`src/sv/tcd_pkg.sv`:
```
// Shared types, constants and codes for the Telepen character decoder.
package tcd_pkg;

    localparam int W_BITS     = 12;
    localparam int THR_W      = W_BITS + 1;
    localparam int SUM_W      = W_BITS + 3;
    localparam int NUM_W      = 4;
    localparam int DIVD_W     = W_BITS + 4;
    localparam int DIV_STEPS  = DIVD_W;
    localparam int DIV_CNT_W  = $clog2(DIV_STEPS + 1);
    localparam int BITS_W     = 10;
    localparam int BCNT_W     = 4;
    localparam int CHAR_BITS  = 8;
    localparam int CODE_W     = 7;
    localparam int MOD_VAL    = 127;

    typedef logic [W_BITS-1:0] t_width;
    typedef logic [THR_W-1:0]  t_thr;
    typedef logic [SUM_W-1:0]  t_sum;
    typedef logic [NUM_W-1:0]  t_num;
    typedef logic [DIVD_W-1:0] t_divd;
    typedef logic [BITS_W-1:0] t_bits;
    typedef logic [BCNT_W-1:0] t_bcnt;
    typedef logic [CODE_W-1:0] t_code;

    localparam logic [1:0] OP_START = 2'd0;
    localparam logic [1:0] OP_PAIR  = 2'd1;
    localparam logic [1:0] OP_END   = 2'd2;

    localparam logic KIND_CHAR = 1'b0;
    localparam logic KIND_END  = 1'b1;

    typedef enum logic [2:0] {
        ST_OK,
        ST_TOO_WIDE,
        ST_BIT_OVF,
        ST_PARITY,
        ST_PARTIAL,
        ST_TOO_FEW,
        ST_CHECKSUM
    } t_status;

    typedef enum logic [1:0] {
        CMD_START,
        CMD_PAIR,
        CMD_END
    } t_cmd_kind;

    // For a start command wa/wb carry the start thresholds.
    typedef struct packed {
        t_cmd_kind kind;
        t_width    wa;
        t_width    wb;
    } t_cmd;

    typedef struct packed {
        logic    kind;
        t_code   code;
        t_status status;
    } t_res;

    typedef struct packed {
        logic  start;
        t_divd dividend;
        t_num  divisor;
    } t_div_req;

    typedef struct packed {
        logic  busy;
        logic  done;
        t_divd quo;
    } t_div_rsp;

endpackage

```
`src/sv/tcd_front.sv`:
```
// Input side: two-entry command queue that classifies ops and drops unused codes.
module tcd_front (
    input  logic            i_clk,
    input  logic            i_rst_n,
    input  logic            push,
    output logic            full,
    input  logic [1:0]      i_op,
    input  tcd_pkg::t_width i_bar_width,
    input  tcd_pkg::t_width i_space_width,
    input  tcd_pkg::t_width i_start_bar_threshold,
    input  tcd_pkg::t_width i_start_space_threshold,
    output logic            o_cmd_valid,
    output tcd_pkg::t_cmd   o_cmd,
    input  logic            i_cmd_pop
);

    tcd_pkg::t_cmd r_q [2];
    tcd_pkg::t_cmd n_q [2];
    logic          r_wr, n_wr;
    logic          r_rd, n_rd;
    logic [1:0]    r_cnt, n_cnt;

    tcd_pkg::t_cmd cls;
    logic          cls_ok;
    logic          enq;
    logic          deq;

    always_comb begin
        cls    = '0;
        cls_ok = 1'b0;
        unique case (i_op)
            tcd_pkg::OP_START: begin
                cls_ok   = 1'b1;
                cls.kind = tcd_pkg::CMD_START;
                cls.wa   = i_start_bar_threshold;
                cls.wb   = i_start_space_threshold;
            end
            tcd_pkg::OP_PAIR: begin
                cls_ok   = 1'b1;
                cls.kind = tcd_pkg::CMD_PAIR;
                cls.wa   = i_bar_width;
                cls.wb   = i_space_width;
            end
            tcd_pkg::OP_END: begin
                cls_ok   = 1'b1;
                cls.kind = tcd_pkg::CMD_END;
            end
            default: begin
                cls_ok = 1'b0;
            end
        endcase
    end

    assign full        = (r_cnt == 2'd2);
    assign enq         = push && !full && cls_ok;
    assign deq         = i_cmd_pop && (r_cnt != 2'd0);
    assign o_cmd_valid = (r_cnt != 2'd0);
    assign o_cmd       = r_q[r_rd];

    always_comb begin
        n_q   = r_q;
        n_wr  = r_wr;
        n_rd  = r_rd;
        n_cnt = r_cnt;
        if (enq) begin
            n_q[r_wr] = cls;
            n_wr      = ~r_wr;
        end
        if (deq) begin
            n_rd = ~r_rd;
        end
        n_cnt = r_cnt + {1'b0, enq} - {1'b0, deq};
    end

    always_ff @(posedge i_clk) begin
        if (!i_rst_n) begin
            r_wr  <= 1'b0;
            r_rd  <= 1'b0;
            r_cnt <= 2'd0;
        end else begin
            r_wr  <= n_wr;
            r_rd  <= n_rd;
            r_cnt <= n_cnt;
        end
        r_q <= n_q;
    end

endmodule

```
`src/sv/tcd_div.sv`:
```
// Shared restoring divider, one quotient bit per cycle.
module tcd_div (
    input  logic              i_clk,
    input  logic              i_rst_n,
    input  tcd_pkg::t_div_req i_req,
    output tcd_pkg::t_div_rsp o_rsp
);

    tcd_pkg::t_divd                  r_quo;
    tcd_pkg::t_num                   r_rem;
    tcd_pkg::t_num                   r_dvs;
    logic [tcd_pkg::DIV_CNT_W-1:0]   r_cnt;
    logic                            r_busy;
    logic                            r_done;

    logic [tcd_pkg::NUM_W:0] rem_sh;
    logic [tcd_pkg::NUM_W:0] rem_sub;
    logic                    qbit;

    always_comb begin
        rem_sh  = {r_rem, r_quo[tcd_pkg::DIVD_W-1]};
        qbit    = (rem_sh >= {1'b0, r_dvs});
        rem_sub = rem_sh - {1'b0, r_dvs};
    end

    always_ff @(posedge i_clk) begin
        if (!i_rst_n) begin
            r_busy <= 1'b0;
            r_done <= 1'b0;
            r_cnt  <= '0;
        end else if (i_req.start) begin
            r_busy <= 1'b1;
            r_done <= 1'b0;
            r_cnt  <= tcd_pkg::DIV_CNT_W'(tcd_pkg::DIV_STEPS);
        end else if (r_busy) begin
            r_cnt <= r_cnt - tcd_pkg::DIV_CNT_W'(1);
            if (r_cnt == tcd_pkg::DIV_CNT_W'(1)) begin
                r_busy <= 1'b0;
                r_done <= 1'b1;
            end
        end else begin
            r_done <= 1'b0;
        end

        if (i_req.start) begin
            r_quo <= i_req.dividend;
            r_rem <= '0;
            r_dvs <= i_req.divisor;
        end else if (r_busy) begin
            r_quo <= {r_quo[tcd_pkg::DIVD_W-2:0], qbit};
            r_rem <= qbit ? rem_sub[tcd_pkg::NUM_W-1:0] : rem_sh[tcd_pkg::NUM_W-1:0];
        end
    end

    assign o_rsp.busy = r_busy;
    assign o_rsp.done = r_done;
    assign o_rsp.quo  = r_quo;

endmodule

```
`src/sv/tcd_back.sv`:
```
// Execution side: symbol state, bit assembly, threshold adaption and result queue.
module tcd_back (
    input  logic              i_clk,
    input  logic              i_rst_n,
    input  logic              i_cmd_valid,
    input  tcd_pkg::t_cmd     i_cmd,
    output logic              o_cmd_pop,
    output tcd_pkg::t_div_req o_div_req,
    input  tcd_pkg::t_div_rsp i_div_rsp,
    output logic              o_empty,
    input  logic              i_pop,
    output tcd_pkg::t_res     o_res
);

    typedef enum logic [2:0] {
        S_WAIT,
        S_UPD,
        S_DIVA,
        S_DIVB,
        S_DIV2
    } t_state;

    t_state          r_state, n_state;
    logic            r_active, n_active;
    tcd_pkg::t_status r_fail, n_fail;
    tcd_pkg::t_thr   r_thr [2];
    tcd_pkg::t_thr   n_thr [2];
    tcd_pkg::t_bits  r_bits, n_bits;
    tcd_pkg::t_bcnt  r_bcnt, n_bcnt;
    logic            r_tog, n_tog;
    tcd_pkg::t_sum   r_sum [4];
    tcd_pkg::t_sum   n_sum [4];
    tcd_pkg::t_num   r_num [4];
    tcd_pkg::t_num   n_num [4];
    tcd_pkg::t_code  r_s127, n_s127;
    tcd_pkg::t_code  r_prev, n_prev;
    logic [1:0]      r_seen, n_seen;
    logic            r_side, n_side;
    tcd_pkg::t_width r_qa, n_qa;

    tcd_pkg::t_res   r_oq [2];
    tcd_pkg::t_res   n_oq [2];
    logic            r_oq_wr, n_oq_wr;
    logic            r_oq_rd, n_oq_rd;
    logic [1:0]      r_oq_cnt, n_oq_cnt;

    logic            oq_push;
    logic            oq_pop;
    tcd_pkg::t_res   push_res;

    // pair evaluation
    tcd_pkg::t_sum   lim_b, lim_s;
    logic            too_wide;
    logic            wb, ws;
    logic [2:0]      seq;
    tcd_pkg::t_bcnt  nbits;
    tcd_pkg::t_bits  pr_bits;
    tcd_pkg::t_bcnt  pr_cnt;
    logic [tcd_pkg::CODE_W:0] ck_sum;
    tcd_pkg::t_code  ck_exp;

    // update side selection
    tcd_pkg::t_sum   u_sw, u_sn;
    tcd_pkg::t_num   u_cw, u_cn;
    logic [tcd_pkg::DIVD_W:0] avg_sum;

    always_comb begin
        lim_b    = tcd_pkg::t_sum'(r_thr[0]) + tcd_pkg::t_sum'({r_thr[0], 1'b0});
        lim_s    = tcd_pkg::t_sum'(r_thr[1]) + tcd_pkg::t_sum'({r_thr[1], 1'b0});
        too_wide = (tcd_pkg::t_sum'(i_cmd.wa) > lim_b) || (tcd_pkg::t_sum'(i_cmd.wb) > lim_s);
        wb       = tcd_pkg::t_thr'(i_cmd.wa) > r_thr[0];
        ws       = tcd_pkg::t_thr'(i_cmd.wb) > r_thr[1];
        // seq holds the new bits, first received in bit 0
        case ({wb, ws})
            2'b00: begin
                seq   = 3'b001;
                nbits = tcd_pkg::t_bcnt'(1);
            end
            2'b01: begin
                seq   = r_tog ? 3'b001 : 3'b010;
                nbits = tcd_pkg::t_bcnt'(2);
            end
            2'b10: begin
                seq   = 3'b000;
                nbits = tcd_pkg::t_bcnt'(2);
            end
            default: begin
                seq   = 3'b010;
                nbits = tcd_pkg::t_bcnt'(3);
            end
        endcase
        pr_bits = r_bits | (tcd_pkg::t_bits'(seq) << r_bcnt);
        pr_cnt  = r_bcnt + nbits;

        ck_sum = {1'b0, r_s127} + {1'b0, r_prev};
        if (ck_sum >= (tcd_pkg::CODE_W+1)'(tcd_pkg::MOD_VAL)) begin
            ck_sum = ck_sum - (tcd_pkg::CODE_W+1)'(tcd_pkg::MOD_VAL);
        end
        ck_exp = (r_s127 == '0) ? '0 : tcd_pkg::t_code'(tcd_pkg::MOD_VAL) - r_s127;

        u_sw = r_side ? r_sum[1] : r_sum[0];
        u_cw = r_side ? r_num[1] : r_num[0];
        u_sn = r_side ? r_sum[3] : r_sum[2];
        u_cn = r_side ? r_num[3] : r_num[2];
        avg_sum = {1'b0, tcd_pkg::t_divd'(r_qa)} + {1'b0, i_div_rsp.quo};
    end

    always_comb begin
        n_state  = r_state;
        n_active = r_active;
        n_fail   = r_fail;
        n_thr    = r_thr;
        n_bits   = r_bits;
        n_bcnt   = r_bcnt;
        n_tog    = r_tog;
        n_sum    = r_sum;
        n_num    = r_num;
        n_s127   = r_s127;
        n_prev   = r_prev;
        n_seen   = r_seen;
        n_side   = r_side;
        n_qa     = r_qa;
        oq_push  = 1'b0;
        push_res = '0;
        o_cmd_pop = 1'b0;
        o_div_req = '0;

        unique case (r_state)
            S_WAIT: begin
                if (i_cmd_valid && (r_oq_cnt != 2'd2)) begin
                    o_cmd_pop = 1'b1;
                    case (i_cmd.kind)
                        tcd_pkg::CMD_START: begin
                            n_active = 1'b1;
                            n_fail   = tcd_pkg::ST_OK;
                            n_thr[0] = tcd_pkg::t_thr'(i_cmd.wa);
                            n_thr[1] = tcd_pkg::t_thr'(i_cmd.wb);
                            n_bits   = '0;
                            n_bcnt   = '0;
                            n_tog    = 1'b0;
                            for (int k = 0; k < 4; k++) begin
                                n_sum[k] = '0;
                                n_num[k] = '0;
                            end
                            n_s127   = '0;
                            n_prev   = '0;
                            n_seen   = 2'd0;
                        end
                        tcd_pkg::CMD_PAIR: begin
                            if (r_active && (r_fail == tcd_pkg::ST_OK)) begin
                                if (too_wide) begin
                                    n_fail          = tcd_pkg::ST_TOO_WIDE;
                                    oq_push         = 1'b1;
                                    push_res.kind   = tcd_pkg::KIND_CHAR;
                                    push_res.status = tcd_pkg::ST_TOO_WIDE;
                                end else begin
                                    n_bits = pr_bits;
                                    n_bcnt = pr_cnt;
                                    if (!wb && ws) begin
                                        n_tog = ~r_tog;
                                    end
                                    if (wb) begin
                                        n_sum[0] = r_sum[0] + tcd_pkg::t_sum'(i_cmd.wa);
                                        n_num[0] = r_num[0] + tcd_pkg::t_num'(1);
                                    end else begin
                                        n_sum[2] = r_sum[2] + tcd_pkg::t_sum'(i_cmd.wa);
                                        n_num[2] = r_num[2] + tcd_pkg::t_num'(1);
                                    end
                                    if (ws) begin
                                        n_sum[1] = r_sum[1] + tcd_pkg::t_sum'(i_cmd.wb);
                                        n_num[1] = r_num[1] + tcd_pkg::t_num'(1);
                                    end else begin
                                        n_sum[3] = r_sum[3] + tcd_pkg::t_sum'(i_cmd.wb);
                                        n_num[3] = r_num[3] + tcd_pkg::t_num'(1);
                                    end
                                    if (pr_cnt > tcd_pkg::t_bcnt'(tcd_pkg::CHAR_BITS)) begin
                                        n_fail          = tcd_pkg::ST_BIT_OVF;
                                        oq_push         = 1'b1;
                                        push_res.kind   = tcd_pkg::KIND_CHAR;
                                        push_res.status = tcd_pkg::ST_BIT_OVF;
                                    end else if (pr_cnt == tcd_pkg::t_bcnt'(tcd_pkg::CHAR_BITS)) begin
                                        oq_push       = 1'b1;
                                        push_res.kind = tcd_pkg::KIND_CHAR;
                                        if (^pr_bits[tcd_pkg::CHAR_BITS-1:0]) begin
                                            n_fail          = tcd_pkg::ST_PARITY;
                                            push_res.status = tcd_pkg::ST_PARITY;
                                        end else begin
                                            push_res.status = tcd_pkg::ST_OK;
                                            push_res.code   = pr_bits[tcd_pkg::CODE_W-1:0];
                                            if (r_seen != 2'd0) begin
                                                n_s127 = ck_sum[tcd_pkg::CODE_W-1:0];
                                            end
                                            n_prev = pr_bits[tcd_pkg::CODE_W-1:0];
                                            if (r_seen != 2'd2) begin
                                                n_seen = r_seen + 2'd1;
                                            end
                                            // sums are cleared once the thresholds adapt
                                            n_bits  = '0;
                                            n_bcnt  = '0;
                                            n_tog   = 1'b0;
                                            n_side  = 1'b0;
                                            n_state = S_UPD;
                                        end
                                    end
                                end
                            end
                        end
                        tcd_pkg::CMD_END: begin
                            if (r_active) begin
                                n_active      = 1'b0;
                                oq_push       = 1'b1;
                                push_res.kind = tcd_pkg::KIND_END;
                                if (r_fail != tcd_pkg::ST_OK) begin
                                    push_res.status = r_fail;
                                end else if (r_bcnt != '0) begin
                                    push_res.status = tcd_pkg::ST_PARTIAL;
                                end else if (r_seen != 2'd2) begin
                                    push_res.status = tcd_pkg::ST_TOO_FEW;
                                end else if (ck_exp != r_prev) begin
                                    push_res.status = tcd_pkg::ST_CHECKSUM;
                                end else begin
                                    push_res.status = tcd_pkg::ST_OK;
                                end
                            end
                        end
                        default: begin
                        end
                    endcase
                end
            end
            S_UPD: begin
                if ((u_cw != '0) && (u_cn != '0)) begin
                    o_div_req.start    = 1'b1;
                    o_div_req.dividend = tcd_pkg::t_divd'(u_sw);
                    o_div_req.divisor  = u_cw;
                    n_state            = S_DIVA;
                end else if (u_cn != '0) begin
                    o_div_req.start    = 1'b1;
                    o_div_req.dividend = tcd_pkg::t_divd'({u_sn, 1'b0});
                    o_div_req.divisor  = u_cn;
                    n_state            = S_DIV2;
                end else if (r_side) begin
                    for (int k = 0; k < 4; k++) begin
                        n_sum[k] = '0;
                        n_num[k] = '0;
                    end
                    n_state = S_WAIT;
                end else begin
                    n_side = 1'b1;
                end
            end
            S_DIVA: begin
                if (i_div_rsp.done) begin
                    n_qa               = i_div_rsp.quo[tcd_pkg::W_BITS-1:0];
                    o_div_req.start    = 1'b1;
                    o_div_req.dividend = tcd_pkg::t_divd'(u_sn);
                    o_div_req.divisor  = u_cn;
                    n_state            = S_DIVB;
                end
            end
            S_DIVB, S_DIV2: begin
                if (i_div_rsp.done) begin
                    if (r_state == S_DIVB) begin
                        n_thr[r_side] = avg_sum[tcd_pkg::THR_W:1];
                    end else begin
                        n_thr[r_side] = i_div_rsp.quo[tcd_pkg::THR_W-1:0];
                    end
                    if (r_side) begin
                        for (int k = 0; k < 4; k++) begin
                            n_sum[k] = '0;
                            n_num[k] = '0;
                        end
                        n_state = S_WAIT;
                    end else begin
                        n_side  = 1'b1;
                        n_state = S_UPD;
                    end
                end
            end
            default: begin
                n_state = S_WAIT;
            end
        endcase
    end

    // result queue
    assign oq_pop  = i_pop && (r_oq_cnt != 2'd0);
    assign o_empty = (r_oq_cnt == 2'd0);
    assign o_res   = r_oq[r_oq_rd];

    always_comb begin
        n_oq    = r_oq;
        n_oq_wr = r_oq_wr;
        n_oq_rd = r_oq_rd;
        if (oq_push) begin
            n_oq[r_oq_wr] = push_res;
            n_oq_wr       = ~r_oq_wr;
        end
        if (oq_pop) begin
            n_oq_rd = ~r_oq_rd;
        end
        n_oq_cnt = r_oq_cnt + {1'b0, oq_push} - {1'b0, oq_pop};
    end

    always_ff @(posedge i_clk) begin
        if (!i_rst_n) begin
            r_state  <= S_WAIT;
            r_active <= 1'b0;
            r_fail   <= tcd_pkg::ST_OK;
            r_thr    <= '{default: '0};
            r_bits   <= '0;
            r_bcnt   <= '0;
            r_tog    <= 1'b0;
            r_sum    <= '{default: '0};
            r_num    <= '{default: '0};
            r_s127   <= '0;
            r_prev   <= '0;
            r_seen   <= 2'd0;
            r_side   <= 1'b0;
            r_oq_wr  <= 1'b0;
            r_oq_rd  <= 1'b0;
            r_oq_cnt <= 2'd0;
        end else begin
            r_state  <= n_state;
            r_active <= n_active;
            r_fail   <= n_fail;
            r_thr    <= n_thr;
            r_bits   <= n_bits;
            r_bcnt   <= n_bcnt;
            r_tog    <= n_tog;
            r_sum    <= n_sum;
            r_num    <= n_num;
            r_s127   <= n_s127;
            r_prev   <= n_prev;
            r_seen   <= n_seen;
            r_side   <= n_side;
            r_oq_wr  <= n_oq_wr;
            r_oq_rd  <= n_oq_rd;
            r_oq_cnt <= n_oq_cnt;
        end
        r_qa <= n_qa;
        r_oq <= n_oq;
    end

    a_oq_no_overflow: assert property (@(posedge i_clk) disable iff (!i_rst_n)
        oq_push |-> (r_oq_cnt != 2'd2))
        else $error("result queue written while full");

    a_div_idle_on_start: assert property (@(posedge i_clk) disable iff (!i_rst_n)
        o_div_req.start |-> !i_div_rsp.busy)
        else $error("divider started while busy");

    // a failed character may leave eight or more bits behind
    a_bits_below_char: assert property (@(posedge i_clk) disable iff (!i_rst_n)
        ((r_state == S_WAIT) && (r_fail == tcd_pkg::ST_OK)) |->
        (r_bcnt < tcd_pkg::t_bcnt'(tcd_pkg::CHAR_BITS)))
        else $error("pending bit count reached a full character");

    a_char_starts_update: assert property (@(posedge i_clk) disable iff (!i_rst_n)
        (oq_push && (push_res.kind == tcd_pkg::KIND_CHAR) &&
         (push_res.status == tcd_pkg::ST_OK)) |=> (r_state == S_UPD))
        else $error("decoded character did not start threshold update");

endmodule

```
`src/sv/telepen_char_decoder_core.sv`:
```
// Top level of the Telepen character decoder: command queue, executor, divider.
// An item is registered in the command queue and its result in the result queue.
// Throughput: one item per cycle unless the result queue is full or a pair completes
// a character, which holds the executor for the threshold update: up to four passes
// of the 16-step divider; the two-entry command queue takes up to two items meanwhile.
// Reset: synchronous active low; both queues empty, no symbol in progress.
module telepen_char_decoder_core (
    input  logic                       i_clk,
    input  logic                       i_rst_n,
    input  logic                       push,
    output logic                       full,
    input  logic [1:0]                 i_op,
    input  logic [tcd_pkg::W_BITS-1:0] i_bar_width,
    input  logic [tcd_pkg::W_BITS-1:0] i_space_width,
    input  logic [tcd_pkg::W_BITS-1:0] i_start_bar_threshold,
    input  logic [tcd_pkg::W_BITS-1:0] i_start_space_threshold,
    output logic                       empty,
    input  logic                       pop,
    output logic                       o_kind,
    output logic [6:0]                 o_char_code,
    output logic [2:0]                 o_status
);

    logic              cmd_valid;
    tcd_pkg::t_cmd     cmd;
    logic              cmd_pop;
    tcd_pkg::t_div_req div_req;
    tcd_pkg::t_div_rsp div_rsp;
    tcd_pkg::t_res     res;

    tcd_front u_front (
        .i_clk                   (i_clk),
        .i_rst_n                 (i_rst_n),
        .push                    (push),
        .full                    (full),
        .i_op                    (i_op),
        .i_bar_width             (i_bar_width),
        .i_space_width           (i_space_width),
        .i_start_bar_threshold   (i_start_bar_threshold),
        .i_start_space_threshold (i_start_space_threshold),
        .o_cmd_valid             (cmd_valid),
        .o_cmd                   (cmd),
        .i_cmd_pop               (cmd_pop)
    );

    tcd_div u_div (
        .i_clk   (i_clk),
        .i_rst_n (i_rst_n),
        .i_req   (div_req),
        .o_rsp   (div_rsp)
    );

    tcd_back u_back (
        .i_clk       (i_clk),
        .i_rst_n     (i_rst_n),
        .i_cmd_valid (cmd_valid),
        .i_cmd       (cmd),
        .o_cmd_pop   (cmd_pop),
        .o_div_req   (div_req),
        .i_div_rsp   (div_rsp),
        .o_empty     (empty),
        .i_pop       (pop),
        .o_res       (res)
    );

    assign o_kind      = res.kind;
    assign o_char_code = res.code;
    assign o_status    = res.status;

endmodule

```
`config.mk`:
```
export PLATFORM = sky130hd
export DESIGN_NAME = telepen_char_decoder_core
export DESIGN_NICKNAME = d
export VERILOG_FILES = /design/src/sv/tcd_pkg.sv /design/src/sv/tcd_front.sv /design/src/sv/tcd_div.sv /design/src/sv/tcd_back.sv /design/src/sv/telepen_char_decoder_core.sv
export SDC_FILE = /design/constraint.sdc
export NUM_CORES = 1
export LEC_CHECK = 0
export BUFFER_PORTS_ARGS = -buffer_cell sky130_fd_sc_hd__buf_2
export CORE_UTILIZATION = 60
export CTS_CLUSTER_DIAMETER = 60
export CTS_CLUSTER_SIZE = 20
export DETAILED_ROUTE_END_ITERATION = 16
export GPL_ROUTABILITY_DRIVEN = 0
export GPL_TIMING_DRIVEN = 0
export PLACE_DENSITY = 0.77
export SETUP_SLACK_MARGIN = 0.05
export SKIP_CTS_REPAIR_TIMING = 1
export SLEW_MARGIN = 20
export SYNTH_ARGS = -nofsm -noshare
export SYNTH_HDL_FRONTEND = slang
export SYNTH_HIERARCHICAL = 1
export SYNTH_SLANG_ARGS = --single-unit
```
`constraint.sdc`:
```
create_clock -name i_clk -period 7.1 [get_ports i_clk]
set_input_delay 1.42 -clock i_clk [delete_from_list [all_inputs] [get_ports i_clk]]
set_output_delay 1.42 -clock i_clk [all_outputs]
set_load 0.05 [all_outputs]
```
==> Word-level counts from Yosys, hierarchy flattened <==
Index checks and enable logic that the tools add are counted.
{ "word_totals": {"inputBits": 54, "latchBits": 0, "register_bits": 266, "mem_bits_ro": 0, "elab_cells": 367, "mem_bits_rw": 0, "mem_count": 0} }
{ "op_classes": {"multipliers": 0, "n_mux": 172, "n_bitwise": 13, "shift": 1, "addsub": 22, "n_eq_ne": 45, "n_reduce_logical": 53, "div": 0, "magnitude_cmp": 15} }
{ "ops": {"columns": ["op", "n"], "rows": [
  ["two-way mux 60 bit", 7],
  ["two-way mux 26 bit", 8],
  ["one-hot mux 60 bit (3 select lines)", 1],
  ["two-way mux 16 bit", 9],
  ["one-hot mux 60 bit (2 select lines)", 1],
  ["two-way mux 7 bit", 17],
  ["two-way mux 15 bit", 6],
  ["two-way mux 11 bit", 7],
  ["two-way mux 3 bit", 24],
  ["two-way mux 21 bit", 3],
  ["adder 15 x 12 -> 15 bit", 4],
  ["two-way mux 10 bit", 6],
  ["AND reduction 9 bit", 6],
  ["bitwise mux 26 bit", 2],
  ["bitwise mux 52 bit", 1],
  ["one-hot mux 26 bit (2 select lines)", 1],
  ["two-way mux 4 bit", 12],
  ["one-hot mux 16 bit (3 select lines)", 1],
  ["one-hot mux 24 bit (2 select lines)", 1],
  ["one-hot mux 21 bit (2 select lines)", 1],
  ["two-way mux 1 bit", 32],
  ["one-hot mux 16 bit (2 select lines)", 1],
  ["adder 13 x 14 -> 15 bit", 2],
  ["greater-than comparator 12 x 15 -> 1 bit", 2],
  ["70 further kinds", 166]
]} }

==> Logic depth before layout (Yosys ltp) <==
Gate-level depths: netlist of the first run.
{ "logic_depth": {"depth_word": 19, "ltp_mapped": 26, "ltp_nobuf": 25} }

==> Modules after synthesis <==
Netlist of the first run, hierarchy kept.
{ "modules_own_cells": {"columns": ["module", "cells_per_inst", "instances", "area_each_um2"], "rows": [
  ["tcd_back", 1746, 1, 14572.7],
  ["tcd_front", 161, 1, 2612.5],
  ["tcd_div", 116, 1, 1456.4]
]} }

==> Least setup slack after synthesis of the first run <==
OpenSTA, ideal clock, no wires.
{ "synth_timing": {"path_type": "register to register", "from": "register u_front.r_rd", "to": "register u_back.r_prev[0]", "stages_incl_launch_ff": 23, "slack_ns": 1.959, "arrival_time_ns": 5.023, "path_cell_list": "dfxtp_1 buf_6 buf_12 mux2_4 ha_1 nand4_1 o41ai_1 nor3_1 o21a_1 nor2_1 inv_1 ha_1 ha_1 o21bai_2 nor3_1 a221oi_1 xnor3_1 xnor3_1 a311oi_1 o21ai_2 a21o_1 buf_6 a32o_1"} }
{ "synth_lines": {"columns": ["element", "line", "text"], "rows": [
  ["from (decl)", "tcd_front.sv:20", "logic r_rd, n_rd;"],
  ["from (signal assigned)", "tcd_front.sv:82", "r_rd <= n_rd;"],
  ["to (signal assigned)", "tcd_back.sv:334", "r_prev <= n_prev;"],
  ["to (decl)", "tcd_back.sv:36", "tcd_pkg::t_code r_prev, n_prev;"]
]} }

==> impl_metrics.ini, run 1 <==
[timing]
tns_ns = 0
setup-violations-final = 0
hold_viol = 0
fmax_mhz = 159.6
period_minus_slack_ns = 6.267
finalWorstSetupSlack_ns = 0.8325
holdWs_ns = 0.4632
worstMarginPinSlew_ns = 1.005
slew_violations = 0
period_share_pct = 88.27
timing.clock.skew_ns = 0.01896
slew-limit-headroom_pct = 32.83
rsz0062_at_grt = no

[yosys]
ys_warn_count = 6
synthesis.area_um2 = 18630
syn_avg_cell_area_um2 = 9.216
synth_nets = 2254
synthCells = 2022

[critical_path]
critical-path-top-delay-family = compound AO/OA/AOI/OAI gates
cp_slowest_cell = a221oi_1
crit_type = register to register
endpoint = u_back/r_prev[0]$_SDFFE_PN0P_
worst-path-max-fanout = 10
r2r-start = u_front/r_rd$_SDFFE_PN0P_
required_ns = 7.54
cpMostUsedCell = ha_1
crit_start = u_front/r_rd$_SDFFE_PN0P_
reg2reg_depth = 22
worst-path-stages = 22
crit_path_end_kind = register
arrival_ns = 6.71
start_kind = register
reg2reg_to = u_back/r_prev[0]$_SDFFE_PN0P_
crit_chain = buf_6, buf_12, mux2_4, ha_1, nand4_1, o41ai_1, nor3_1, o21a_1, nor2_1, inv_1, ha_1, ha_1, o21bai_2, nor3_1, a221oi_1, xnor3_1, xnor3_1, a311oi_1, o21ai_2, a21o_1, buf_6, a32o_1
cpPeakStageDelay_ns = 0.60
path_buf_inv = 4
r2r_slack_ns = 0.83

[cells_and_area]
num-nets-final = 2347
nFillCells = 2466
final_cells = 2531
area_growth_pct = 9.448
multi_input_area_um2 = 11470
antenna_cells = 0
ff_latch_area_um2 = 6326
final_layout_size_suffix_gt1_share_pct = 11.33

[clocking]
worstSkewPairLatency_ns = 0.56
clock-sinks = 263
htree_levels = 1
cts_tree = done
cts_made_buffers = 27
root_buffer = clkbuf_16
max-clock-path-buffers = 3
clk_pin_slew_worst_paths_ns = 0.07

[floorplanning]
die-area_um2 = 31770
core_um2 = 30590
num_rows = 64
die-height_um = 178.2
initial_core_util_pct = 60.92
io_pins = 67
die_x_um = 178.2

[placed_design]
port_buffers = 64
place_ws_ns = 0.9080
placed_cells = 2482
dpl.hpwl_mm = 40.63

[route]
drc_errors = 0
firstDrtPassIters = 6
routed_wl_mm = 53.44
wl_per_cell_um = 21.11
vias = 16540
drt_iter0_markers = 1804
viasPerCell = 6.535
ant_nets = 0

[min_path]
hold_start = u_back/r_bits[0]$_SDFFE_PN0P_
hold_path_class = register to register

[pwr]
finalPower_w = 0.005869
powerDensity_nw_per_um2 = 287.8
p_leak_nw = 8.077
ir_drop_v = 0.0002986

[run]
cap_viol_max_count = 0

[global_route]
track_usage_pct = 33.74
grt_pass1_wl_mm = 83.52
grt_antenna_before_repair = 2
grt_pass1_vias = 15730
grt_max_degree = 27
grt.overflow.total = 0

[run_status]
status = completed
## per-layer routing
| metal | GRT usage [%] | routed length [µm] |
|---|---|---|
| met3 | 5.094 | 4440 |
| met2 | 56.65 | 24700 |
| met1 | 41.50 | 20770 |
| met4 | 18.64 | 3506 |
| met5 | 0 | 13 |
## worst min-delay path by stage
stage	endpoint	slack, ns	cells past startpoint
2_1_floorplan	u_back/r_bits[4]$_SDFFE_PN0P_	0.43	2
3_3_place_gp	u_back/r_bits[4]$_SDFFE_PN0P_	0.44	2
3_5_place_dp	u_div/r_done$_SDFFE_PP0P_	0.45	2
4_1_cts	u_div/r_done$_SDFFE_PP0P_	0.46	2
5_1_grt	u_back/r_sum[29]$_SDFFE_PN0P_	0.49	2
6_report	u_back/r_bits[0]$_SDFFE_PN0P_	0.46	2
## cell usage in the layout (no fill, tap or decap), types with 16 or more instances in the layout
master	count
ha_1	168
a21oi_1	157
dfxtp_1	157
nor2_1	149
nand2_1	145
nand3_1	130
inv_1	108
edfxtp_1	106
o21ai_0	83
mux2i_1	81
buf_2	80
clkbuf_1	63
xnor2_1	55
nor3_1	45
mux2_2	36
xor2_1	31
clkbuf_16	28
a21o_1	28
a211oi_1	27
o22ai_1	26
o211ai_1	25
or3_1	23
nor2b_1	21
mux2_4	20
nand4_1	18
o21a_1	17
nand2b_1	16
## flip-flops by register name (all words and copies together), names as in the netlist, 2 cells and up
register / cells
u_back/r_sum: 60
u_front/r_q: 52
u_back/r_thr: 26
u_back/r_oq: 22
u_back/r_num: 16
u_div/r_quo: 16
u_back/r_qa: 12
u_back/r_bits: 8
u_back/r_prev: 7
u_back/r_s127: 7
u_div/r_cnt: 5
u_back/r_bcnt: 4
u_div/r_dvs: 4
u_div/r_rem: 4
u_back/r_state: 3
u_back/r_fail: 2
u_back/r_oq_cnt: 2
u_back/r_seen: 2
u_front/r_cnt: 2
## power breakdown
group          internal [W]  total (W)  switching (W)
combinational      0.000941    0.00259        0.00164
sequential          0.00169    0.00180       0.000110
clock              0.000775    0.00149       0.000713
## stage by stage
stage                     cell area (µm²)  utilization [%]
after floorplan                     18630                -
after global placement              19450            63.58
after detailed placement            19460            63.63
after CTS                           20390            66.67
after global routing                20390            66.67
final                               20390            66.67
## worst reg2reg max path: stages, from the launching register on
cell and delay (ns):
dfxtp_1 0.33, buf_6 0.17, buf_12 0.17, mux2_4 0.38
ha_1 0.34, nand4_1 0.11, o41ai_1 0.51, nor3_1 0.12
o21a_1 0.15, nor2_1 0.35, inv_1 0.13, ha_1 0.25
ha_1 0.19, o21bai_2 0.29, nor3_1 0.09, a221oi_1 0.60
xnor3_1 0.44, xnor3_1 0.25, a311oi_1 0.37, o21ai_2 0.25
a21o_1 0.26, buf_6 0.15, a32o_1 0.26
## area by class of cell
class | count | share of cell area, %
clock inverters | 20 | 1.055
inverters | 109 | 2.006
plain buffers | 92 | 2.190
clock buffers | 29 | 3.503
repair buffers | 64 | 1.571
flip-flops and latches | 263 | 31.02
well taps | 396 | 2.429
multi-input cells | 1558 | 56.23
Note: power is estimated with default switching activity, not from simulation.
==> run 2, diff against run 1 <==
--- a/config.mk
+++ b/config.mk
@@ -13,6 +13,7 @@
 export GPL_ROUTABILITY_DRIVEN = 0
 export GPL_TIMING_DRIVEN = 0
 export PLACE_DENSITY = 0.77
+export RECOVER_POWER = 25
 export SETUP_SLACK_MARGIN = 0.05
 export SKIP_CTS_REPAIR_TIMING = 1
 export SLEW_MARGIN = 20
==> impl_metrics.ini, run 2 (same netlist as run 1, synthesis figures left out) <==
[run_status]
status = finished, violations left
violations = capacitance limit, slew limit

[pwr]
p_leak_nw = 8.042
ir_drop_v = 0.0002980
p_sw_share_pct = 42.06
comb_power_share_pct = 43.8
p_seq_share_pct = 30.7
pwr-share-clk_pct = 25.5
switchingPower_w = 0.002464
powerDensity_nw_per_um2 = 288.3
p_int_w = 0.003394

[clocking]
clk_pin_slew_worst_paths_ns = 0.07
clock-sinks = 263
htree_levels = 1
cts_made_buffers = 27
max-clock-path-buffers = 3
root_buffer = clkbuf_16
worstSkewPairLatency_ns = 0.56
cts_tree = done

[global_route]
grt_pass1_vias = 15730
grt_pass1_wl_mm = 83.52
grt_max_degree = 27
met3_usage_pct = 5.094
gr-usage-met2_pct = 56.65
grt-busiest-layer = met2
grt_antenna_before_repair = 2
track_usage_pct = 33.74
met1_usage_pct = 41.50
grt.overflow.total = 0

[cells_and_area]
nFillCells = 2481
top_regs = u_back/r_sum (60), u_front/r_q (52), u_back/r_thr (26)
multi_input_area_um2 = 11440
post-route-util_pct = 66.43
antenna_cells = 0
final_cell_mix = 168 x ha_1, 157 x a21oi_1, 157 x dfxtp_1
area_growth_pct = 9.051
final_common_cell = ha_1
largest_register = u_back/r_sum
final_cells = 2531
final_layout_size_suffix_gt1_share_pct = 11.01
ff_latch_area_um2 = 6326
num-nets-final = 2347
largest_reg_flops = 60

[placed_design]
port_buffers = 64
placed_cells = 2482
dpl.hpwl_mm = 40.63

[min_path]
hold_start = u_div/r_done$_SDFFE_PP0P_
hold_depth = 2
min_to = u_div/r_done$_SDFFE_PP0P_
hold_path_class = register to register

[floorplanning]
io_pins = 67
die-area_um2 = 31770
initial_core_util_pct = 60.92
die_x_um = 178.2
core_um2 = 30590
num_rows = 64
die-height_um = 178.2

[route]
wl_per_cell_um = 21.07
drc_errors = 0
drt_iter0_markers = 1768
ant_nets = 0
viasPerCell = 6.531
vias = 16530
firstDrtPassIters = 6
routed_wl_mm = 53.34

[critical_path]
crit_type = register to register
arrival_ns = 6.75
crit_path_end_kind = register
crit_chain = buf_6, clkbuf_1, mux2_4, ha_1, a21o_1, a21o_1, a211oi_1, a21o_1, inv_1, ha_1, o21bai_2, a2111o_1, a221oi_1, xnor3_1, xnor3_1, a311oi_1, o21ai_2, a21o_1, buf_6, a32o_1
r2r-start = u_front/r_rd$_SDFFE_PN0P_
reg2reg_depth = 20
cpPeakStageDelay_ns = 0.61
r2r_slack_ns = 0.79
worst-path-max-fanout = 10
cpMostUsedCell = a21o_1
start_kind = register
required_ns = 7.54
cp_slowest_cell = clkbuf_1
reg2reg_to = u_back/r_prev[0]$_SDFFE_PN0P_

[timing]
worstMarginPinSlew_ns = 2.231
timing.clock.skew_ns = 0.02083
hold_viol = 0
rsz0062_at_grt = no
setup-violations-final = 0
slew_violations = 54
slew-limit-headroom_pct = -49.26
period_minus_slack_ns = 6.314
period_share_pct = 88.93
tns_ns = 0
fmax_mhz = 158.4

[run]
cap_viol_max_count = 2
run 2: critical path: cells and delay by family, from the launching register on:
kind | cells | cell delay (ns)
AOI/OAI and AO/OA | 11 | 3.13
buffers and inverters | 4 | 1.15
adders and majority gates | 2 | 0.60
xor gates and xnor gates | 2 | 0.52
muxes | 1 | 0.43
DFF | 1 | 0.33
run 2: metal layers:
| layer | vias up | wire length (µm) |
|---|---|---|
| li1 | 7712 | - |
| met1 | 7803 | 20860 |
| met2 | 798 | 24590 |
| met3 | 214 | 4296 |
| met4 | 2 | 3574 |
| met5 | - | 13 |
run 2: final cells by class:
cell class / count / area share, %
multi-input combinational: 1558 / 56.30
tap: 396 / 2.438
timing repair buffer: 64 / 1.576
clock buffer: 29 / 3.516
inverter: 109 / 2.013
clock inverter: 20 / 1.059
buffer: 92 / 1.970
sequential: 263 / 31.13
run 2: how the worst max path moves through the flow:
stage | startpoint | to | slack [ns] | depth (start not counted)
after floorplan | u_front/r_rd$_SDFFE_PN0P_ | u_back/r_prev[0]$_SDFFE_PN0P_ | 1.96 | 22
after global placement | u_front/r_rd$_SDFFE_PN0P_ | u_back/r_prev[0]$_SDFFE_PN0P_ | 1.07 | 22
after detailed placement | u_front/r_rd$_SDFFE_PN0P_ | u_back/r_prev[0]$_SDFFE_PN0P_ | 0.91 | 22
after CTS | u_front/r_rd$_SDFFE_PN0P_ | u_back/r_prev[0]$_SDFFE_PN0P_ | 0.87 | 22
after global routing | u_front/r_rd$_SDFFE_PN0P_ | u_back/r_prev[0]$_SDFFE_PN0P_ | 0.50 | 22
final | u_front/r_rd$_SDFFE_PN0P_ | u_back/r_prev[0]$_SDFFE_PN0P_ | 0.79 | 20
run 2: power by group through the flow:
stage,registers [W],clock network (W),logic (W)
global placement,0.00182,0,0.00243
detailed placement,0.00183,0,0.00251
finish,0.00180,0.00149,0.00257
floorplan,0.00179,0,0.00188
global route,0.00181,0.00156,0.00281
CTS,0.00179,0.00150,0.00253
run 2: through the flow:
stage,setup WS [ns],instance area (µm²),hold slack (ns),total power (W)
after floorplan,1.959,18630,0.4339,0.003664
after global placement,1.075,19450,0.4428,0.004255
after detailed placement,0.9080,19460,0.4461,0.004343
after CTS,0.8667,20390,0.4627,0.005829
after global routing,0.4994,20320,0.4901,0.006179
final,0.7858,20320,0.4642,0.005858
